## config.mk

```make
export PLATFORM = sky130hd
export DESIGN_NAME = key_debounce_hold_event_queue
export DESIGN_NICKNAME = d
export VERILOG_FILES = /design/src/hw/rtl/kdq_pkg.sv /design/src/hw/rtl/key_debounce_hold_event_queue.sv /design/src/hw/rtl/kdq_age_unit.sv /design/src/hw/rtl/kdq_event_fifo.sv
export VERILOG_INCLUDE_DIRS = /design/src /design/src/hw/rtl
export SDC_FILE = /design/constraint.sdc
export NUM_CORES = 1
export LEC_CHECK = 0
export ABC_AREA = 1
export BUFFER_PORTS_ARGS = -buffer_cell sky130_fd_sc_hd__clkbuf_2
export CAP_MARGIN = 20
export CELL_PAD_IN_SITES_DETAIL_PLACEMENT = 1
export CELL_PAD_IN_SITES_GLOBAL_PLACEMENT = 1
export CORE_AREA = 2 2 222 224
export DETAILED_ROUTE_END_ITERATION = 12
export DIE_AREA = 0 0 224 226
export GPL_TIMING_DRIVEN = 0
export HOLD_SLACK_MARGIN = 0.12
export MAX_ROUTING_LAYER = met4
export PLACE_DENSITY_LB_ADDON = 0.25
export SYNTH_ARGS = -nofsm -noshare
export SYNTH_HDL_FRONTEND = slang
export SYNTH_SLANG_ARGS = --single-unit
```

## constraint.sdc

```tcl
create_clock -name clk -period 7.1 [get_ports clk]
set_clock_uncertainty 0.15 [all_clocks]
set_input_delay 0.71 -clock clk [delete_from_list [all_inputs] [get_ports clk]]
set_output_delay 0.71 -clock clk [all_outputs]
set_load 0.03 [all_outputs]
```

## src/hw/rtl/key_debounce_hold_event_queue_defines.svh

```systemverilog
// ----------------------------------------------------------------------------
// Key debounce event queue - assertion macros
// Concurrent check wrappers on clk / arst_n; empty in synthesis builds.
// ----------------------------------------------------------------------------
`ifndef KEY_DEBOUNCE_HOLD_EVENT_QUEUE_DEFINES_SVH
`define KEY_DEBOUNCE_HOLD_EVENT_QUEUE_DEFINES_SVH

`ifndef SYNTHESIS
// same-cycle implication
`define KDQ_ASSERT_IMP(lbl, ante, cons, msg) \
	lbl: assert property (@(posedge clk) disable iff (!arst_n) (ante) |-> (cons)) \
		else $error(msg);
// next-cycle implication
`define KDQ_ASSERT_NXT(lbl, ante, cons, msg) \
	lbl: assert property (@(posedge clk) disable iff (!arst_n) (ante) |=> (cons)) \
		else $error(msg);
`else
`define KDQ_ASSERT_IMP(lbl, ante, cons, msg)
`define KDQ_ASSERT_NXT(lbl, ante, cons, msg)
`endif

`endif

```

## src/hw/rtl/kdq_pkg.sv

```systemverilog
`timescale 1ns / 1ps
// ----------------------------------------------------------------------------
// kdq_pkg
// Shared types and constants of the key debounce event queue.
// ----------------------------------------------------------------------------
package kdq_pkg;

	typedef logic [1:0] kind_t;

	localparam kind_t KIND_PRESS   = 2'd0;
	localparam kind_t KIND_RELEASE = 2'd1;
	localparam kind_t KIND_HOLD    = 2'd2;

	localparam logic OP_TICK = 1'b0;
	localparam logic OP_POP  = 1'b1;

	localparam logic CFG_DEBOUNCE = 1'b0;
	localparam logic CFG_HOLD     = 1'b1;

	localparam logic [15:0] DEBOUNCE_RESET = 16'd20;
	localparam logic [15:0] HOLD_RESET     = 16'd500;

	// one queued event
	typedef struct packed {
		kind_t      kind;
		logic [2:0] key;
	} event_t;

	typedef struct packed {
		logic push;
		logic pop;
	} fifo_req_t;

	typedef struct packed {
		logic full;
		logic empty;
	} fifo_stat_t;

	typedef struct packed {
		logic deb_ok;
		logic hold_ok;
	} age_flags_t;

endpackage

```

## src/hw/rtl/key_debounce_hold_event_queue.sv

```systemverilog
`timescale 1ns / 1ps
// ----------------------------------------------------------------------------
// key_debounce_hold_event_queue
// Active-low key debouncer with press / release / hold events in a FIFO.
// ----------------------------------------------------------------------------
//  channel | handshake            | payload
//  --------+----------------------+-------------------------------------------
//  in      | in_valid / in_stall  | operation, now_time, key_levels
//  out     | out_valid / out_stall| event_valid, event_kind, event_key,
//          |                      | pressed_mask, queue_fill, dropped
//  cfg     | cfg_valid / cfg_ready| cfg_index, cfg_data
//
//  Tick item: one key per cycle through the shared age unit.
//  Pop item: the read of the event memory is registered, then loaded into out.
//  One item at a time; a new item is taken while the last result waits on out.
//  A finished item parks in emit until the output register is free.
//  Reset clears key state, pointers and fill count; event memory is not cleared.
// ----------------------------------------------------------------------------
`include "key_debounce_hold_event_queue_defines.svh"

module key_debounce_hold_event_queue
	import kdq_pkg::*;
#(
	parameter int KEY_COUNT   = 8,
	parameter int QUEUE_DEPTH = 16
) (
	input  logic        clk,
	input  logic        arst_n,

	input  logic        in_valid,
	output logic        in_stall,
	input  logic        operation,
	input  logic [31:0] now_time,
	input  logic [7:0]  key_levels,

	output logic        out_valid,
	input  logic        out_stall,
	output logic        event_valid,
	output logic [1:0]  event_kind,
	output logic [2:0]  event_key,
	output logic [7:0]  pressed_mask,
	output logic [4:0]  queue_fill,
	output logic        dropped,

	input  logic        cfg_valid,
	output logic        cfg_ready,
	input  logic        cfg_index,
	input  logic [15:0] cfg_data
);

	localparam int KEY_W  = (KEY_COUNT > 1) ? $clog2(KEY_COUNT) : 1;
	localparam int FILL_W = $clog2(QUEUE_DEPTH + 1);
	localparam logic [KEY_W-1:0] LAST_KEY = KEY_W'(KEY_COUNT - 1);

	localparam logic [1:0] ST_IDLE = 2'd0;
	localparam logic [1:0] ST_SCAN = 2'd1;
	localparam logic [1:0] ST_EMIT = 2'd2;

	logic [1:0]       state_q;
	logic [KEY_W-1:0] key_idx_q;
	logic [31:0]      now_q;
	logic [7:0]       levels_q;
	logic             ev_valid_q;
	logic             drop_q;
	logic [15:0]      debounce_q;
	logic [15:0]      hold_q;

	logic [KEY_COUNT-1:0] raw_last_q;
	logic [KEY_COUNT-1:0] debounced_q;
	logic [KEY_COUNT-1:0] hold_sent_q;
	logic [31:0]          change_time_q [KEY_COUNT];

	logic                 in_accept;
	logic                 scan;
	logic                 out_load;
	logic [KEY_COUNT-1:0] pressed_vec;
	logic [7:0]           mask8;
	logic                 cur_pressed;
	logic                 cur_deb;
	logic                 changed;
	logic                 push;
	kind_t                push_kind;
	age_flags_t           flags;
	fifo_req_t            fifo_req;
	fifo_stat_t           fifo_stat;
	event_t               wr_event;
	event_t               rd_event;
	logic [FILL_W-1:0]    fill_cnt;

	logic        out_valid_q;
	logic        event_valid_q;
	kind_t       event_kind_q;
	logic [2:0]  event_key_q;
	logic [7:0]  pressed_mask_q;
	logic [4:0]  queue_fill_q;
	logic        dropped_q;

	assign in_stall  = (state_q != ST_IDLE);
	assign in_accept = in_valid && !in_stall;
	assign cfg_ready = 1'b1;
	assign scan      = (state_q == ST_SCAN);
	assign out_load  = (state_q == ST_EMIT) && (!out_valid_q || !out_stall);

	// keys without a level bit read as released
	for (genvar i = 0; i < KEY_COUNT; i++) begin : g_pressed
		if (i < 8) begin : g_pin
			assign pressed_vec[i] = ~levels_q[i];
		end else begin : g_none
			assign pressed_vec[i] = 1'b0;
		end
	end

	for (genvar i = 0; i < 8; i++) begin : g_mask
		if (i < KEY_COUNT) begin : g_key
			assign mask8[i] = debounced_q[i];
		end else begin : g_none
			assign mask8[i] = 1'b0;
		end
	end

	assign cur_pressed = pressed_vec[key_idx_q];
	assign cur_deb     = debounced_q[key_idx_q];
	assign changed     = (cur_pressed != raw_last_q[key_idx_q]);

	kdq_age_unit u_age (
		.now_time      (now_q),
		.change_time   (change_time_q[key_idx_q]),
		.debounce_time (debounce_q),
		.hold_time     (hold_q),
		.flags         (flags)
	);

	always_comb begin
		push      = 1'b0;
		push_kind = KIND_PRESS;
		if (scan && !changed && flags.deb_ok) begin
			if (cur_pressed && !cur_deb) begin
				push      = 1'b1;
				push_kind = KIND_PRESS;
			end else if (!cur_pressed && cur_deb) begin
				push      = 1'b1;
				push_kind = KIND_RELEASE;
			end else if (cur_pressed && cur_deb && !hold_sent_q[key_idx_q] &&
			             flags.hold_ok) begin
				push      = 1'b1;
				push_kind = KIND_HOLD;
			end
		end
	end

	assign fifo_req.push = push;
	assign fifo_req.pop  = in_accept && (operation == OP_POP) && !fifo_stat.empty;
	assign wr_event.kind = push_kind;
	assign wr_event.key  = 3'(key_idx_q);

	kdq_event_fifo #(
		.DEPTH (QUEUE_DEPTH)
	) u_fifo (
		.clk     (clk),
		.arst_n  (arst_n),
		.req     (fifo_req),
		.wr_data (wr_event),
		.rd_data (rd_event),
		.stat    (fifo_stat),
		.count   (fill_cnt)
	);

	// configuration
	always_ff @(posedge clk or negedge arst_n) begin
		if (!arst_n) begin
			debounce_q <= DEBOUNCE_RESET;
			hold_q     <= HOLD_RESET;
		end else if (cfg_valid && cfg_ready) begin
			unique case (cfg_index)
				CFG_DEBOUNCE: debounce_q <= cfg_data;
				CFG_HOLD:     hold_q     <= cfg_data;
				default:      debounce_q <= debounce_q;
			endcase
		end
	end

	// per-key state, one key per scan cycle
	always_ff @(posedge clk or negedge arst_n) begin
		if (!arst_n) begin
			raw_last_q  <= '0;
			debounced_q <= '0;
			hold_sent_q <= '0;
			for (int i = 0; i < KEY_COUNT; i++) begin
				change_time_q[i] <= '0;
			end
		end else if (scan) begin
			if (changed) begin
				change_time_q[key_idx_q] <= now_q;
				raw_last_q[key_idx_q]    <= cur_pressed;
			end else if (flags.deb_ok) begin
				debounced_q[key_idx_q] <= cur_pressed;
				if (cur_pressed != cur_deb) begin
					hold_sent_q[key_idx_q] <= 1'b0;
				end else if (push) begin
					hold_sent_q[key_idx_q] <= 1'b1;
				end
			end
		end
	end

	// sample latch
	always_ff @(posedge clk) begin
		if (in_accept) begin
			now_q    <= now_time;
			levels_q <= key_levels;
		end
	end

	// sequencer
	always_ff @(posedge clk or negedge arst_n) begin
		if (!arst_n) begin
			state_q    <= ST_IDLE;
			key_idx_q  <= '0;
			ev_valid_q <= 1'b0;
			drop_q     <= 1'b0;
		end else begin
			unique case (state_q)
				ST_IDLE: begin
					if (in_accept) begin
						key_idx_q <= '0;
						drop_q    <= 1'b0;
						if (operation == OP_TICK) begin
							ev_valid_q <= 1'b0;
							state_q    <= ST_SCAN;
						end else begin
							ev_valid_q <= !fifo_stat.empty;
							state_q    <= ST_EMIT;
						end
					end
				end
				ST_SCAN: begin
					if (push && fifo_stat.full) begin
						drop_q <= 1'b1;
					end
					if (key_idx_q == LAST_KEY) begin
						state_q <= ST_EMIT;
					end else begin
						key_idx_q <= key_idx_q + 1'b1;
					end
				end
				ST_EMIT: begin
					if (out_load) begin
						state_q <= ST_IDLE;
					end
				end
				default: state_q <= ST_IDLE;
			endcase
		end
	end

	// output register
	always_ff @(posedge clk or negedge arst_n) begin
		if (!arst_n) begin
			out_valid_q <= 1'b0;
		end else if (out_load) begin
			out_valid_q <= 1'b1;
		end else if (!out_stall) begin
			out_valid_q <= 1'b0;
		end
	end

	always_ff @(posedge clk) begin
		if (out_load) begin
			event_valid_q  <= ev_valid_q;
			event_kind_q   <= ev_valid_q ? rd_event.kind : KIND_PRESS;
			event_key_q    <= ev_valid_q ? rd_event.key : 3'd0;
			pressed_mask_q <= mask8;
			queue_fill_q   <= 5'(fill_cnt);
			dropped_q      <= drop_q;
		end
	end

	assign out_valid    = out_valid_q;
	assign event_valid  = event_valid_q;
	assign event_kind   = event_kind_q;
	assign event_key    = event_key_q;
	assign pressed_mask = pressed_mask_q;
	assign queue_fill   = queue_fill_q;
	assign dropped      = dropped_q;

	`KDQ_ASSERT_IMP(a_fill_bound, 1'b1, fill_cnt <= FILL_W'(QUEUE_DEPTH), "queue fill above depth")
	`KDQ_ASSERT_NXT(a_tick_start, in_accept && (operation == OP_TICK), (state_q == ST_SCAN) && (key_idx_q == '0), "tick did not start scan at key zero")
	`KDQ_ASSERT_NXT(a_drop_full, fifo_req.push && fifo_stat.full, $stable(fill_cnt) && drop_q, "event into full queue not flagged")
	`KDQ_ASSERT_NXT(a_emit_load, out_load, out_valid_q && (state_q == ST_IDLE), "result load did not free the sequencer")

endmodule

```

## src/hw/rtl/kdq_age_unit.sv

```systemverilog
`timescale 1ns / 1ps
// ----------------------------------------------------------------------------
// kdq_age_unit
// Shared timer unit: age of the visited key and its two threshold compares.
// ----------------------------------------------------------------------------
module kdq_age_unit
	import kdq_pkg::*;
(
	input  logic [31:0] now_time,
	input  logic [31:0] change_time,
	input  logic [15:0] debounce_time,
	input  logic [15:0] hold_time,
	output age_flags_t  flags
);

	logic [31:0] age;

	// wraps modulo 2^32
	assign age = now_time - change_time;

	assign flags.deb_ok  = (age >= {16'd0, debounce_time});
	assign flags.hold_ok = (age >= {16'd0, hold_time});

endmodule

```

## src/hw/rtl/kdq_event_fifo.sv

```systemverilog
`timescale 1ns / 1ps
// ----------------------------------------------------------------------------
// kdq_event_fifo
// Event queue: memory with registered read, wrap pointers and fill count.
// ----------------------------------------------------------------------------
module kdq_event_fifo
	import kdq_pkg::*;
#(
	parameter int DEPTH = 16
) (
	input  logic                         clk,
	input  logic                         arst_n,
	input  fifo_req_t                    req,
	input  event_t                       wr_data,
	output event_t                       rd_data,
	output fifo_stat_t                   stat,
	output logic [$clog2(DEPTH+1)-1:0]   count
);

	localparam int PTR_W = $clog2(DEPTH);
	localparam int CNT_W = $clog2(DEPTH + 1);
	localparam logic [PTR_W-1:0] LAST_PTR = PTR_W'(DEPTH - 1);
	localparam logic [CNT_W-1:0] FULL_CNT = CNT_W'(DEPTH);

	event_t           mem [DEPTH];
	event_t           rd_data_q;
	logic [PTR_W-1:0] wr_ptr_q;
	logic [PTR_W-1:0] rd_ptr_q;
	logic [CNT_W-1:0] count_q;
	logic             push_ok;
	logic             pop_ok;

	assign stat.full  = (count_q == FULL_CNT);
	assign stat.empty = (count_q == '0);
	assign push_ok    = req.push && !stat.full;
	assign pop_ok     = req.pop && !stat.empty;
	assign count      = count_q;
	assign rd_data    = rd_data_q;

	always_ff @(posedge clk) begin
		if (push_ok) begin
			mem[wr_ptr_q] <= wr_data;
		end
	end

	always_ff @(posedge clk) begin
		if (pop_ok) begin
			rd_data_q <= mem[rd_ptr_q];
		end
	end

	always_ff @(posedge clk or negedge arst_n) begin
		if (!arst_n) begin
			wr_ptr_q <= '0;
			rd_ptr_q <= '0;
			count_q  <= '0;
		end else begin
			if (push_ok) begin
				wr_ptr_q <= (wr_ptr_q == LAST_PTR) ? '0 : wr_ptr_q + 1'b1;
			end
			if (pop_ok) begin
				rd_ptr_q <= (rd_ptr_q == LAST_PTR) ? '0 : rd_ptr_q + 1'b1;
			end
			case ({push_ok, pop_ok})
				2'b10:   count_q <= count_q + 1'b1;
				2'b01:   count_q <= count_q - 1'b1;
				default: count_q <= count_q;
			endcase
		end
	end

endmodule
```

**After elaboration in Yosys (flattened, before gate mapping)**

Memory sizes are Yosys's and may differ from the RTL's. A register that Yosys moved wholly into a read port is not among the register bits.
Index checks and enable logic that the tools add are counted.

- Equality and inequality tests: 16
- Reduce and logical (&&, ||, !) cells: 41
- Shifts and indexed selects: 0
- Magnitude comparators: 6
- Mux-type cells: 47
- $add $sub $neg: 6
- Bitwise logic cells: 14
- Multiply operators: 0
- Div/mod/pow operators: 0

Operator list:

| cell | count |
|---|---|
| 256-bit bitwise mux | 1 |
| 32-bit binary-select mux with 3-bit select | 1 |
| 32-bit demux with 3-bit select | 1 |
| 32-bit 2-to-1 mux | 3 |
| 32-bit by 16-bit >= comparator with 1-bit output | 2 |
| 32-bit subtractor | 1 |
| 8-bit bitwise mux | 2 |
| 1-bit logical AND | 16 |
| 1-bit 2-to-1 mux | 16 |
| 2-bit 2-to-1 mux | 8 |
| 8-bit 2-to-1 mux | 2 |
| 1-bit binary-select mux with 3-bit select | 4 |
| 3-bit AND reduction | 4 |
| 1-bit NOT | 10 |
| 5-bit one-hot mux with 2 select lines | 1 |
| 1-bit zero test | 9 |
| 4-bit by 1-bit adder with 4-bit output (second input constant) | 2 |
| 8-bit bitwise AND | 1 |
| 4-bit equality test (second input constant) | 2 |
| 4-bit 2-to-1 mux | 2 |
| 8-bit NOT | 1 |
| 8-bit OR | 1 |
| 2-bit AND reduction | 4 |
| 2-bit nonzero test | 4 |
| other kinds (24) | 32 |

- Latch bits: 0
- Memories: 1
- Memory bits (read-only): 0
- Bits in writable memories: 80
- Register bits after elaboration: 393
- Logic and storage cells: 160

Memory list:

| memory | words | width | rd ports | clocked after Yosys merged registers in | wr ports | RTL line | text |
|---|---|---|---|---|---|---|---|
| u_fifo.mem | 16 | 5 | 1 | 1 | 1 | kdq_event_fifo.sv:25 | `event_t mem [DEPTH];` |

**Logic depth before layout (Yosys ltp)**

- Depth after elaboration: 14
- Depth in mapped cells: 39
- Mapped depth without buffers: 37

**Hierarchy**

From an unflattened synthesis, not the netlist that was laid out.

- Cell total of the unflattened synthesis: 2959
- Area total of the unflattened synthesis: 24362.1 um^2

Modules (own cells, without submodules):

| module | times used | area an instance (um^2) | cells each | sequential area each (um^2) |
|---|---|---|---|---|
| key_debounce_hold_event_queue | 1 | 16408.2 | 1803 | 9819.4 |
| kdq_event_fifo | 1 | 4553.1 | 473 | 2877.8 |
| kdq_age_unit | 1 | 3400.8 | 683 | 0.0 |

**Least setup slack after synthesis**

Ideal clock, no wire load.

- Path type: reg-to-reg
- From: register key_idx_q[0]
- To: register u_fifo.count_q[4], in the netlist u_fifo.count[4]
- Data arrival time: 5.354 ns
- Cell stages (with the launch flop): 36
- Path slack: 1.516 ns
- Path buffers: 4
- Setup time: 0.079 ns
- Required time: 6.871 ns
- Path through: dfrtp_1 buf_4 inv_4 nand3_2 inv_2 clkbuf_1 clkbuf_1 a22oi_1 o2111ai_1 inv_1 ha_1 nand2_1 inv_1 a21oi_1 nand3_1 xor2_1 ha_1 a21oi_1 nor3_1 a211oi_1 a21oi_1 nor2_1 nand3_1 nand2_1 nand2_1 nand3_1 buf_2 ha_1 inv_1 fa_1 nor2_1 a211oi_1 nand2_1 nand2_1 nor2_1 xor2_1

- Longest elaborated chain between the ends: 14

RTL lines:

| item | RTL line | text |
|---|---|---|
| from (decl) | key_debounce_hold_event_queue.sv:60 | `logic [KEY_W-1:0] key_idx_q;` |
| from (signal assigned) | key_debounce_hold_event_queue.sv:243 | `key_idx_q <= key_idx_q + 1'b1;` |
| 3-bit NOT with 4-bit output (not written as such) | key_debounce_hold_event_queue.sv:127 | `.change_time (change_time_q[key_idx_q]),` |
| 32-bit binary-select mux with 3-bit select | key_debounce_hold_event_queue.sv:127 |  |
| 32-bit 2-to-1 mux (not written as such) (2 in series) | key_debounce_hold_event_queue.sv:127 |  |
| 32-bit subtractor | kdq_age_unit.sv:19 | `assign age = now_time - change_time;` |
| 32-bit by 16-bit >= comparator with 1-bit output | kdq_age_unit.sv:22 | `assign flags.hold_ok = (age >= {16'd0, hold_time});` |
| 1-bit logical AND | key_debounce_hold_event_queue.sv:143 | `end else if (cur_pressed && cur_deb && !hold_sent_q[key_idx_q] &&` |
| 1-bit 2-to-1 mux | key_debounce_hold_event_queue.sv:143 |  |
| 1-bit 2-to-1 mux | key_debounce_hold_event_queue.sv:140 | `end else if (!cur_pressed && cur_deb) begin` |
| 1-bit 2-to-1 mux | key_debounce_hold_event_queue.sv:137 | `if (cur_pressed && !cur_deb) begin` |
| 1-bit 2-to-1 mux (*) | key_debounce_hold_event_queue.sv:136 | `if (scan && !changed && flags.deb_ok) begin` |
| 1-bit logical AND (*) | kdq_event_fifo.sv:35 | `assign push_ok = req.push && !stat.full;` |
| 2-bit by 1-bit equality test with 1-bit output / 2-bit equality test (equally long branches) | kdq_event_fifo.sv:64 | `case ({push_ok, pop_ok})` |
| 5-bit one-hot mux with 2 select lines / 2-bit nonzero test (equally long branches) | - |  |
| to (signal assigned) | kdq_event_fifo.sv:65 | `2'b10: count_q <= count_q + 1'b1;` |
| to (signal assigned) | kdq_event_fifo.sv:66 | `2'b01: count_q <= count_q - 1'b1;` |
| to (signal assigned) | kdq_event_fifo.sv:67 | `default: count_q <= count_q;` |
| to (decl) | kdq_event_fifo.sv:29 | `logic [CNT_W-1:0] count_q;` |

Every way passes the cells marked *; elsewhere a longest branch is shown, timed or not. The select of a mux whose other input is x is not followed.
A chain may end at the register's enable or synchronous reset.

**Worst setup path in the final report**

- From: register key_idx_q[2]
- To: register u_fifo.count_q[4], in the netlist u_fifo.count[4]

The elaborated chain is that of the path after synthesis.

==> results.py <==
metrics = {
    "sta": {
        "hold_viol_final": 0,
        "fmax_mhz": 146,
        "finalSetupViolCount": 0,
        "worst_slew_pin_slew_ns": 1.01,
        "min_period_ns": 6.85,
        "drv_slew": 0,
        "slew_headroom": 0.323,
        "fin_crit_sh": 0.964,
        "fin_ws_ns": 0.252,
        "holdWs_ns": 0.141,
    },
    "cells_and_area": {
        "mostFrequentLayoutCell": "nand2_1",
        "mostFrequentLayoutCells": "597 x nand2_1, 361 x inv_1, 322 x dfrtp_1, 162 x o21ai_0, 145 x edfxtp_1",
        "drive_gt1_frac": 0.155,
        "nets": 2768,
        "fin_util": 0.556,
        "stdcell_area_mm2": 0.0269,
        "area_delta_synth_final_pct": 14.5,
        "diodes": 0,
    },
    "setup_path": {
        "path_class": "reg2reg",
        "worstRegToRegCells": 33,
        "cp-end-kind": "flop",
        "cp_max_fo": 10,
        "cpPeakStageDelay_ns": 0.62,
        "worstPathArrival_ns": 7.21,
        "cp_data_required_time_ns": 7.46,
        "cp-start-kind": "flop",
        "worstReg2RegStart": "key_idx_q[2]$_DFFE_PN0P_",
        "crit_start": "key_idx_q[2]$_DFFE_PN0P_",
        "cp_common_cell": "nand2_1",
        "slowest_stage": "or4_1",
    },
    "logic_synthesis": {
        "synth_seq_area_share": 0.541,
        "synth_area_mm2": 0.0235,
        "ys_seq_elements": 478,
        "synth_cell_types": 57,
        "syn-num-nets": 2609,
        "yosysWarnings": 0,
        "syn_area_per_cell_um2": 9.53,
        "syn_inst": 2464,
    },
    "routing": {
        "wl_per_cell_um": 23.6,
        "drtIter0Drc": 1266,
        "vias": 18700,
        "dr.pass1.iters": 5,
        "drc_errors": 0,
        "post_drt_via_cell_ratio": 5.70,
        "routed_wl_mm": 77.5,
        "ant_nets": 0,
    },
    "status": {
        "outcome": "completed",
    },
    "clock_network": {
        "cts_max_path_buffers": 3,
        "clk_pin_slew_worst_paths_ns": 0.06,
        "cts_tree": "yes",
        "h-tree-depth": 2,
        "numCtsBuffers": 51,
        "cts_sinks": 478,
        "clock-root-buffer": "clkbuf_16",
        "clk_latency_ns": 0.60,
    },
    "global_route": {
        "grt_remaining_overflow": 0,
        "grt_first_pass_wirelength_mm": 118,
        "antenna_found_initial": 0,
        "grt_max_degree": 107,
        "grt_pass1_vias": 20200,
        "grt_usage": 0.318,
    },
    "floorplanning": {
        "row_count": 81,
        "chipHeight_um": 226,
        "die-area_mm2": 0.0506,
        "ios": 86,
        "initial_core_util": 0.486,
        "core-area_mm2": 0.0483,
        "die_w_um": 224,
    },
    "pwr": {
        "peakVddDrop_v": 0.000243,
        "p_leak_nw": 12.4,
        "p_per_area_mw_per_mm2": 485,
        "finalPower_mw": 13.0,
    },
    "placed_design": {
        "io_buffers": 84,
        "dpl-instance-area_mm2": 0.0248,
        "pre_cts_ws_ns": -1.50,
        "gp_congestion": 0.889,
        "dp_hpwl_mm": 54.3,
    },
    "hold_path": {
        "min-delay-start": "now_time[28]",
        "min_path_type": "in2reg",
        "holdPathStages": 1,
    },
    "job": {
        "max-cap-violations": 0,
    },
}
==> synthesized netlist by cell type, drive strengths merged <==
library cell / instances / share of area
or4: 2 / 0.00064
and3: 3 / 0.00080
clkbuf: 43 / 0.0069
o22ai: 59 / 0.016
a31oi: 2 / 0.00053
dfrtp: 325 / 0.35
o221ai: 4 / 0.0015
o2111ai: 21 / 0.0078
edfxtp: 145 / 0.19
a21oi: 48 / 0.010
nor3b: 1 / 0.00032
a211oi: 5 / 0.0016
o31ai: 2 / 0.00064
ha: 80 / 0.043
mux2: 136 / 0.065
nand3: 77 / 0.019
nor2: 133 / 0.023
nand4: 19 / 0.0051
conb: 1 / 0.00016
nor4: 1 / 0.00027
nand2: 606 / 0.098
a22oi: 23 / 0.0076
and2: 5 / 0.0013
a2111oi: 1 / 0.00037
nand3b: 4 / 0.0013
a21o: 1 / 0.00032
xnor2: 3 / 0.0019
inv: 370 / 0.059
o21bai: 3 / 0.00096
clkinv: 4 / 0.00064
dfstp: 8 / 0.0090
nor3: 10 / 0.0021
o21a: 17 / 0.0054
fa: 2 / 0.0017
o21ai: 192 / 0.041
xor2: 17 / 0.0063
or2: 1 / 0.00027
a221oi: 37 / 0.014
buf: 53 / 0.015
==> layout make-up <==
class,count,area (um2)
Fill cell,5421,21500
Sequential cell,478,12700
Multi-Input combinational cell,1516,9010
Clock buffer,67,1420
Inverter,374,1420
Tap cell,622,778
Timing Repair Buffer,108,721
Buffer,94,607
Clock inverter,28,215
==> path summary, 6_finish.rpt <==
path                                                   to  slack [ns]
min                                   now_q[28]$_DFFE_PP_        0.14
max reg2reg                   u_fifo.count[4]$_DFFE_PN0P_        0.25
max in group asynchronous   change_time_q[92]$_DFFE_PN0P_        4.51
min reg2reg                     pressed_mask[7]$_DFFE_PP_        0.30
max                           u_fifo.count[4]$_DFFE_PN0P_        0.25
min in group asynchronous  u_fifo.rd_ptr_q[3]$_DFFE_PN0P_        0.51
==> worst max-delay path, delay by kind of cell (launching register included) <==
kind | cells | cell delay [ns]
xor gates and xnor gates | 2 | 0.38
and+or+nand+nor | 14 | 2.52
adders and majority gates | 4 | 1.25
buffers and inverters | 7 | 1.10
DFF | 1 | 0.45
AOI/OAI and AO/OA | 6 | 0.91
==> registers in the layout (all words and copies together) (netlist names), named ones only <==
name and count:
debounced_q 8, key_idx_q 3, change_time_q 256, debounce_q 16, u_fifo.mem 80, pressed_mask 8
now_q 32, out_valid 1, event_valid 1, u_fifo.rd_ptr_q 4, ev_valid_q 1, state_q 2
event_key 3, queue_fill 5, dropped 1, hold_q 16, raw_last_q 8, event_kind 2
drop_q 1, u_fifo.rd_data 5, levels_q 8, u_fifo.count 5, u_fifo.wr_ptr_q 4
==> timing repair <==
item / in CTS / in global routing
setup endpoints to repair: 137 / 3
pin swaps: 0 / 2
hold endpoints to repair: 78 / 0
hold buffers: 11 / 0
buffers inserted: 2 / 4
resized for setup: 57 / 41
==> per-stage QoR <==
stage,TNS (ns),instances
CTS,0,3282
global placement,-764.92,3170
detailed placement,-58.01,3176
global route,-0.0787,3287
floorplan,0,2464
finish,0,3287
==> logic make-up after synthesis <==
logic type               synth area share
multiplexers                       0.0652
other                            0.000160
XOR/XNOR                          0.00826
buffers and inverters              0.0815
AND/OR/NAND/NOR                     0.152
flip-flops                          0.541
AO/OA/AOI/OAI                       0.108
adder cells (fa/ha/maj)            0.0443
==> report_power, final <==
| group | switching [mW] | total [mW] | internal [mW] | leakage [nW] |
|---|---|---|---|---|
| sequential | 0.435 | 4.05 | 3.62 | 5.53 |
| combinational | 4.23 | 6.33 | 2.10 | 6.04 |
| clock | 1.13 | 2.64 | 1.51 | 0.819 |
| total | 5.79 | 13.0 | 7.23 | 12.4 |
==> metal layers <==
metal,track usage,vias to the layer above,share of wire
li1,-,8476,-
met1,0.381,9512,0.40
met2,0.541,561,0.50
met3,0.0390,189,0.049
met4,0.145,0,0.049
met5,-,-,0
Note: power is estimated with default switching activity, not from simulation.
